--- config.mk ---
export PLATFORM = sky130hd
export DESIGN_NAME = imde_ctrl
export DESIGN_NICKNAME = d
export VERILOG_FILES = /design/src/imde_pkg.sv /design/src/imde_ctrl.sv
export SDC_FILE = /design/constraint.sdc
export NUM_CORES = 1
export LEC_CHECK = 0
export ABC_AREA = 1
export ABC_CLOCK_PERIOD_IN_PS = 3650
export BUFFER_PORTS_ARGS = -buffer_cell sky130_fd_sc_hd__buf_2
export CAP_MARGIN = 40
export CORE_ASPECT_RATIO = 1.75
export CORE_UTILIZATION = 30
export CTS_CLUSTER_SIZE = 25
export DETAILED_ROUTE_END_ITERATION = 10
export GPL_TIMING_DRIVEN = 0
export HOLD_SLACK_MARGIN = 0.02
export PLACE_DENSITY = 0.51
export SLEW_MARGIN = 10
export SYNTH_ARGS = -nofsm -noshare
export SYNTH_HDL_FRONTEND = slang
export SYNTH_SLANG_ARGS = --single-unit
export TNS_END_PERCENT = 50
--- constraint.sdc ---
create_clock -name clk -period 3.65 [get_ports clk]
set_input_delay 0 -clock clk [delete_from_list [all_inputs] [get_ports clk]]
set_output_delay 0 -clock clk [all_outputs]
set_load 0.1 [all_outputs]
--- src/imde_pkg.sv ---
// shared types and constants of the integer matrix determinant engine
`default_nettype none

package imde_pkg;

  // operation codes carried in the func field
  localparam logic [2:0] FUNC_WRITE     = 3'd0;
  localparam logic [2:0] FUNC_TRANSPOSE = 3'd1;
  localparam logic [2:0] FUNC_SWAP      = 3'd2;
  localparam logic [2:0] FUNC_ADD       = 3'd3;
  localparam logic [2:0] FUNC_FACTOR    = 3'd4;
  localparam logic [2:0] FUNC_EVAL      = 3'd5;

  // controller state codes, also sent to the datapath as the step to run
  localparam int ST_W = 5;
  localparam logic [ST_W-1:0] S_IDLE     = 5'd0;
  localparam logic [ST_W-1:0] S_DISPATCH = 5'd1;
  localparam logic [ST_W-1:0] S_WRITE    = 5'd2;
  localparam logic [ST_W-1:0] S_RD       = 5'd3;
  localparam logic [ST_W-1:0] S_TR_W0    = 5'd4;
  localparam logic [ST_W-1:0] S_TR_W1    = 5'd5;
  localparam logic [ST_W-1:0] S_SW_W0    = 5'd6;
  localparam logic [ST_W-1:0] S_SW_W1    = 5'd7;
  localparam logic [ST_W-1:0] S_AD_WR    = 5'd8;
  localparam logic [ST_W-1:0] S_DV_LOAD  = 5'd9;
  localparam logic [ST_W-1:0] S_DV_STEP  = 5'd10;
  localparam logic [ST_W-1:0] S_FO_WR    = 5'd11;
  localparam logic [ST_W-1:0] S_EV_INIT  = 5'd12;
  localparam logic [ST_W-1:0] S_EV_SCAN  = 5'd13;
  localparam logic [ST_W-1:0] S_EV_M0    = 5'd14;
  localparam logic [ST_W-1:0] S_EV_M1    = 5'd15;
  localparam logic [ST_W-1:0] S_EV_ACC   = 5'd16;
  localparam logic [ST_W-1:0] S_EV_STORE = 5'd17;
  localparam logic [ST_W-1:0] S_SC0      = 5'd18;
  localparam logic [ST_W-1:0] S_SC1      = 5'd19;
  localparam logic [ST_W-1:0] S_SC2      = 5'd20;
  localparam logic [ST_W-1:0] S_FIN      = 5'd21;
  localparam logic [ST_W-1:0] S_OUT      = 5'd22;

  // input transaction
  typedef struct packed {
    logic [2:0]         func;
    logic [2:0]         index_a;
    logic [2:0]         index_b;
    logic               on_rows;
    logic signed [7:0]  factor;
    logic signed [31:0] element_value;
  } imde_item_t;

  // result transaction
  typedef struct packed {
    logic signed [63:0] det_value;
    logic signed [63:0] scaled_value;
    logic signed [31:0] coeff_out;
    logic               bad_op;
  } imde_result_t;

  // controller to datapath
  typedef struct packed {
    logic [ST_W-1:0] op;
    logic            capture;
  } imde_cmd_t;

  // datapath to controller
  typedef struct packed {
    logic [2:0] func;
    logic       bad;
    logic       skip;
    logic       t_last;
    logic       pair_last;
    logic       bit_set;
    logic       c_zero;
    logic       mask_full;
    logic       div_last;
  } imde_sts_t;

endpackage

`default_nettype wire

--- src/imde_ctrl.sv ---
// sequencing state machine of the determinant engine
`default_nettype none

module imde_ctrl (
  input  wire logic                clk,
  input  wire logic                rst,
  input  wire logic                start,
  input  wire imde_pkg::imde_sts_t sts,
  output imde_pkg::imde_cmd_t      cmd,
  output logic                     busy,
  output logic                     done
);

  logic [imde_pkg::ST_W-1:0] state;
  logic [imde_pkg::ST_W-1:0] state_next;

  // next state
  always_comb begin
    state_next = state;
    case (state)
      imde_pkg::S_IDLE: begin
        if (start) state_next = imde_pkg::S_DISPATCH;
      end
      imde_pkg::S_DISPATCH: begin
        if (sts.bad) begin
          state_next = imde_pkg::S_FIN;
        end else begin
          case (sts.func)
            imde_pkg::FUNC_WRITE:     state_next = imde_pkg::S_WRITE;
            imde_pkg::FUNC_TRANSPOSE,
            imde_pkg::FUNC_SWAP:      state_next = sts.skip ? imde_pkg::S_FIN : imde_pkg::S_RD;
            imde_pkg::FUNC_ADD,
            imde_pkg::FUNC_FACTOR:    state_next = imde_pkg::S_RD;
            imde_pkg::FUNC_EVAL:      state_next = imde_pkg::S_EV_INIT;
            default:                  state_next = imde_pkg::S_FIN;
          endcase
        end
      end
      imde_pkg::S_WRITE: state_next = imde_pkg::S_FIN;
      imde_pkg::S_RD: begin
        case (sts.func)
          imde_pkg::FUNC_TRANSPOSE: state_next = imde_pkg::S_TR_W0;
          imde_pkg::FUNC_SWAP:      state_next = imde_pkg::S_SW_W0;
          imde_pkg::FUNC_ADD:       state_next = imde_pkg::S_AD_WR;
          default:                  state_next = imde_pkg::S_DV_LOAD;
        endcase
      end
      imde_pkg::S_TR_W0: state_next = imde_pkg::S_TR_W1;
      imde_pkg::S_TR_W1: state_next = sts.pair_last ? imde_pkg::S_FIN : imde_pkg::S_RD;
      imde_pkg::S_SW_W0: state_next = imde_pkg::S_SW_W1;
      imde_pkg::S_SW_W1: state_next = sts.t_last ? imde_pkg::S_FIN : imde_pkg::S_RD;
      imde_pkg::S_AD_WR: state_next = sts.t_last ? imde_pkg::S_FIN : imde_pkg::S_RD;
      imde_pkg::S_DV_LOAD: state_next = imde_pkg::S_DV_STEP;
      imde_pkg::S_DV_STEP: begin
        if (sts.div_last) state_next = imde_pkg::S_FO_WR;
      end
      imde_pkg::S_FO_WR: state_next = sts.t_last ? imde_pkg::S_FIN : imde_pkg::S_RD;
      imde_pkg::S_EV_INIT: state_next = imde_pkg::S_EV_SCAN;
      imde_pkg::S_EV_SCAN: begin
        if (sts.bit_set)     state_next = imde_pkg::S_EV_M0;
        else if (sts.c_zero) state_next = imde_pkg::S_EV_STORE;
      end
      imde_pkg::S_EV_M0:  state_next = imde_pkg::S_EV_M1;
      imde_pkg::S_EV_M1:  state_next = imde_pkg::S_EV_ACC;
      imde_pkg::S_EV_ACC: state_next = sts.c_zero ? imde_pkg::S_EV_STORE : imde_pkg::S_EV_SCAN;
      imde_pkg::S_EV_STORE: state_next = sts.mask_full ? imde_pkg::S_SC0 : imde_pkg::S_EV_SCAN;
      imde_pkg::S_SC0: state_next = imde_pkg::S_SC1;
      imde_pkg::S_SC1: state_next = imde_pkg::S_SC2;
      imde_pkg::S_SC2: state_next = imde_pkg::S_FIN;
      imde_pkg::S_FIN: state_next = imde_pkg::S_OUT;
      imde_pkg::S_OUT: state_next = imde_pkg::S_IDLE;
      default:         state_next = imde_pkg::S_IDLE;
    endcase
  end

  // state register
  always_ff @(posedge clk) begin
    if (rst) begin
      state <= imde_pkg::S_IDLE;
    end else begin
      state <= state_next;
    end
  end

  // commands and handshake
  assign cmd.op      = state;
  assign cmd.capture = (state == imde_pkg::S_IDLE) && start;
  assign busy        = (state != imde_pkg::S_IDLE);
  assign done        = (state == imde_pkg::S_OUT);

endmodule

`default_nettype wire

Yosys cells after proc, flatten, opt, wreduce, memory -nomap -nowiden --
Cells that the tools add are included.
Operators by class: equality and inequality tests 30, reduce and logical (&&, ||, !) cells 9, multiplexer cells 13
Operators by type and width (number):
- $pmux W5 S19 | 1
- $mux W5 | 10
- $eq A5 B4 Y1 const B | 8
- $eq A5 B5 Y1 const B | 7
- $eq A5 B3 Y1 const B | 4
- $pmux W5 S4 | 1
- $pmux W4 S3 | 1
- $eq A5 B2 Y1 const B | 2
- $eq A3 B2 Y1 const B | 2
- $eq A3 B3 Y1 const B | 2
- $reduce_or A2 Y1 | 3
- $eq A5 B1 Y1 const B | 1
- $logic_not A5 Y1 | 1
- $reduce_bool A5 Y1 | 1
- $ne A2 B2 Y1 const B | 2
- $eq A3 B1 Y1 const B | 1
- $logic_not A3 Y1 | 1
- $ne A3 B3 Y1 const B | 1
- $reduce_and A3 Y1 | 1
- $reduce_or A3 Y1 | 1
- $logic_and A1 B1 Y1 | 1
Word-level totals: logic and storage cells 53, output and inout bits 8, bits in registers 5, input port bits 14

Longest topological paths before layout --
depth in word-level cells 5, gate-level depth with buffers 11, mapped depth without buffers 11

Worst setup path before layout --
OpenSTA, ideal clock, no wires.
path type reg-to-output, from register state[3] in the netlist's numbering, to output cmd[0] in the netlist's numbering, arrival 3.006 ns, path slack 0.644 ns, data required time 3.650 ns, cell stages (with the launch flop) 6, buffers on the path 0, cell sequence dfxtp_1 -> inv_1 -> nand2_1 -> nor2_1 -> inv_1 -> nor2_1
RTL lines:
- from (decl) | line imde_ctrl.sv:14 | logic [imde_pkg::ST_W-1:0] state;
- from (signal assigned) | line imde_ctrl.sv:79 | state <= imde_pkg::S_IDLE;
- from (signal assigned) | line imde_ctrl.sv:81 | state <= state_next;
- to (decl) | line imde_ctrl.sv:9 | output imde_pkg::imde_cmd_t cmd,

==> qor.txt <==
final layout net count = 197
First-pass DRT Iterations = 4
Worst Reg-to-Reg Cells = 9
FF+latch area = 100.1 um^2
met3 wire length = 79 um
hold buffers post-CTS = 1
WP data required = 3.65 ns
Layout area overhead = 26.19%
CTS root buf = clkbuf_8
CTS tree = done
drt drc = 0
largest area contributor in the netlist = nand2_1
area share of the largest cell type after synthesis = 24.49%
Largest regs = state x5
switching part of the total power = 67.07%
Core Area = 2302 um^2
final antenna-violating net count = 0
hold worst-path end = state[4]
number of global-route vias before repair = 953
clock skew = 0.004171 ns
syn_area_per_cell = 4.716 um^2
met1 WL = 840 um
Max Fclk = 593.0 MHz
number of flops mapped to enable cells by yosys = 0
vias per inst = 4.826
Fillers = 285
Gate power share = 75.1%
gr usage total = 20.27%
share of cells above drive strength 1 = 15.38%
top post-synthesis cells by area = nand2_1, nor2_1, inv_1
Pins Over Slew Limit = 0
routed via count = 999
Largest Register = state
sequential share of the synthesized area = 13.61%
synthesized instance count = 156
Num Clock Sinks = 5
Die ar. = 2662 um^2
worst r2r dst = state[2]
Setup Buffers After CTS = 0
WL/cell = 11.37 um
met2 wire length = 1349 um
Leakage Power = 0.5857 nW
critical path startpoint category = register
multi-input logic area = 530.5 um^2
reg2reg setup slack = 2.06 ns
hold path cells = 5
crit path max fanout = 8
Die Y = 67.51 um
row cnt = 23
max layer used = met4
RD Place Congestion = 0.8912
switching power total = 564.9 uW
worst skew pair latency = 0.23 ns
Reg clk slew, reported paths = 0.03 ns
part of the power in registers = 12.7%
initial antenna violation count = 0
Hold Crit Class = primary input to register
htree depth = 1
Hold Fails Final Rpt = 0
RSZ-0062 raised after global routing = false
outcome = complete, no violations
post-cts sizing count = 0
Overflow after GRT = 0
power per standard cell area = 907.2 nW/um^2
Peak VDD IR = 0.3759 mV
Worst Setup End Kind = primary output
syn_nets = 170
first-pass GRT wire length = 3719 um
Worst Max-Slew Pin Slew = 0.4896 ns
antenna cells = 0
FF-to-FF Start = state[4]
clock tree buffer depth = 2
setup TNS = 0 ns
ys async rst share = 0%
crit path kind = register to primary output
Synth Flop Type = dfxtp_1
number of CTS-inserted buffers = 3
Initial Util = 31.96%
Yosys cell types = 16
YS warnings = 0
DR iter-0 viols = 31
Period minus WS final = 1.686 ns
CP arrival = 1.69 ns
largest net degree at the start of global routing = 9
#FFs+latches synth = 5
Internal = 277.3 uW
Rel. slew slack = 67.58%
Cell Area, Synth = 735.7 um^2
PortBufs = 21
clock power share = 12.3%
Top Ports = 22
die width = 39.44 um
Max-Cap Viols = 0
total power = 842.2 uW
crit share post-route = 46.20%
Post-DP HPWL = 2061 um
Routed WL = 2354 um
beginning of the worst hold path = start
Largest register FFs = 5
final setup vio count = 0
==> worst max-delay path: stages (launching register included) <==
cell	delay, ns
dfxtp_1	0.38
inv_2	0.17
nand2_1	0.07
nor2_1	0.24
inv_1	0.09
nor2_1	0.08
buf_2	0.42
==> through the flow <==
step,instances,hold WS (ns),utilization [%],setup slack [ns],instance area [um^2]
2_1_floorplan,156,0.06907,-,0.6436,735.7
3_3_place_gp,202,0.2000,37.88,2.018,872.1
3_5_place_dp,202,0.2128,37.88,2.053,872.1
4_1_cts,207,0.1750,40.33,1.958,928.4
5_1_grt,207,0.1917,40.33,1.838,928.4
6_report,207,0.1736,40.33,1.964,928.4
==> cells by family (layout without fill, tap and decap cells) <==
kind of cell | count (synthesis) | after routing | share of synthesized area [%]
AND/OR/NAND/NOR | 111 | 111 | 63.61
buffers and inverters | 28 | 54 | 14.29
AO/OA/AOI/OAI | 12 | 12 | 8.503
flip-flops | 5 | 5 | 13.61
==> cells in the mapped netlist, types with 2 or more instances <==
cell	n
a21oi_1	9
dfxtp_1	5
inv_1	27
nand2_1	48
nand3_1	18
nand4_1	2
nor2_1	34
nor3_1	4
o21ai_0	2
==> placed cells by master, fill, tap and decap left out, types with 2 or more instances in the layout <==
| master | netlist | layout |
|---|---|---|
| nand2_1 | 48 | 48 |
| nor2_1 | 34 | 34 |
| inv_1 | 27 | 27 |
| buf_2 | 0 | 21 |
| nand3_1 | 18 | 18 |
| a21oi_1 | 9 | 9 |
| dfxtp_1 | 5 | 5 |
| nor3_1 | 4 | 4 |
| clkbuf_8 | 0 | 3 |
| o21ai_0 | 2 | 2 |
| nand4_1 | 2 | 2 |
==> cell type report <==
type,instances,share of cell area (%)
Tap cell,25,3.369
Clock buffer,3,4.447
Clock inverter,1,0.5391
Multi-Input combinational cell,123,57.14
Sequential cell,5,10.78
Inverter,28,11.32
Timing Repair Buffer,22,12.40
==> per-layer routing <==
layer  vias to the layer above  track usage, %
met2                        30           38.73
met4                         0           11.21
met3                         8           2.632
met5                         -               0
li1                        533               -
met1                       428           18.80
==> worst max path at each step <==
stage                          end  cells past startpoint  startpoint
after floorplan             cmd[0]                      5    state[3]
after global placement    state[2]                      9    state[4]
after detailed placement  state[2]                      9    state[4]
after CTS                   cmd[0]                      6    state[4]
after global routing        cmd[0]                      6    state[0]
final                       cmd[0]                      6    state[4]
==> power by group through the flow <==
stage	clock network, mW	logic, mW	registers [mW]
floorplan	0	0.382	0.233
global placement	0	0.634	0.107
detailed placement	0	0.631	0.107
CTS	0.106	0.633	0.106
global route	0.110	0.682	0.111
finish	0.103	0.632	0.107
No activity file was read; power rests on OpenSTA's default activity.
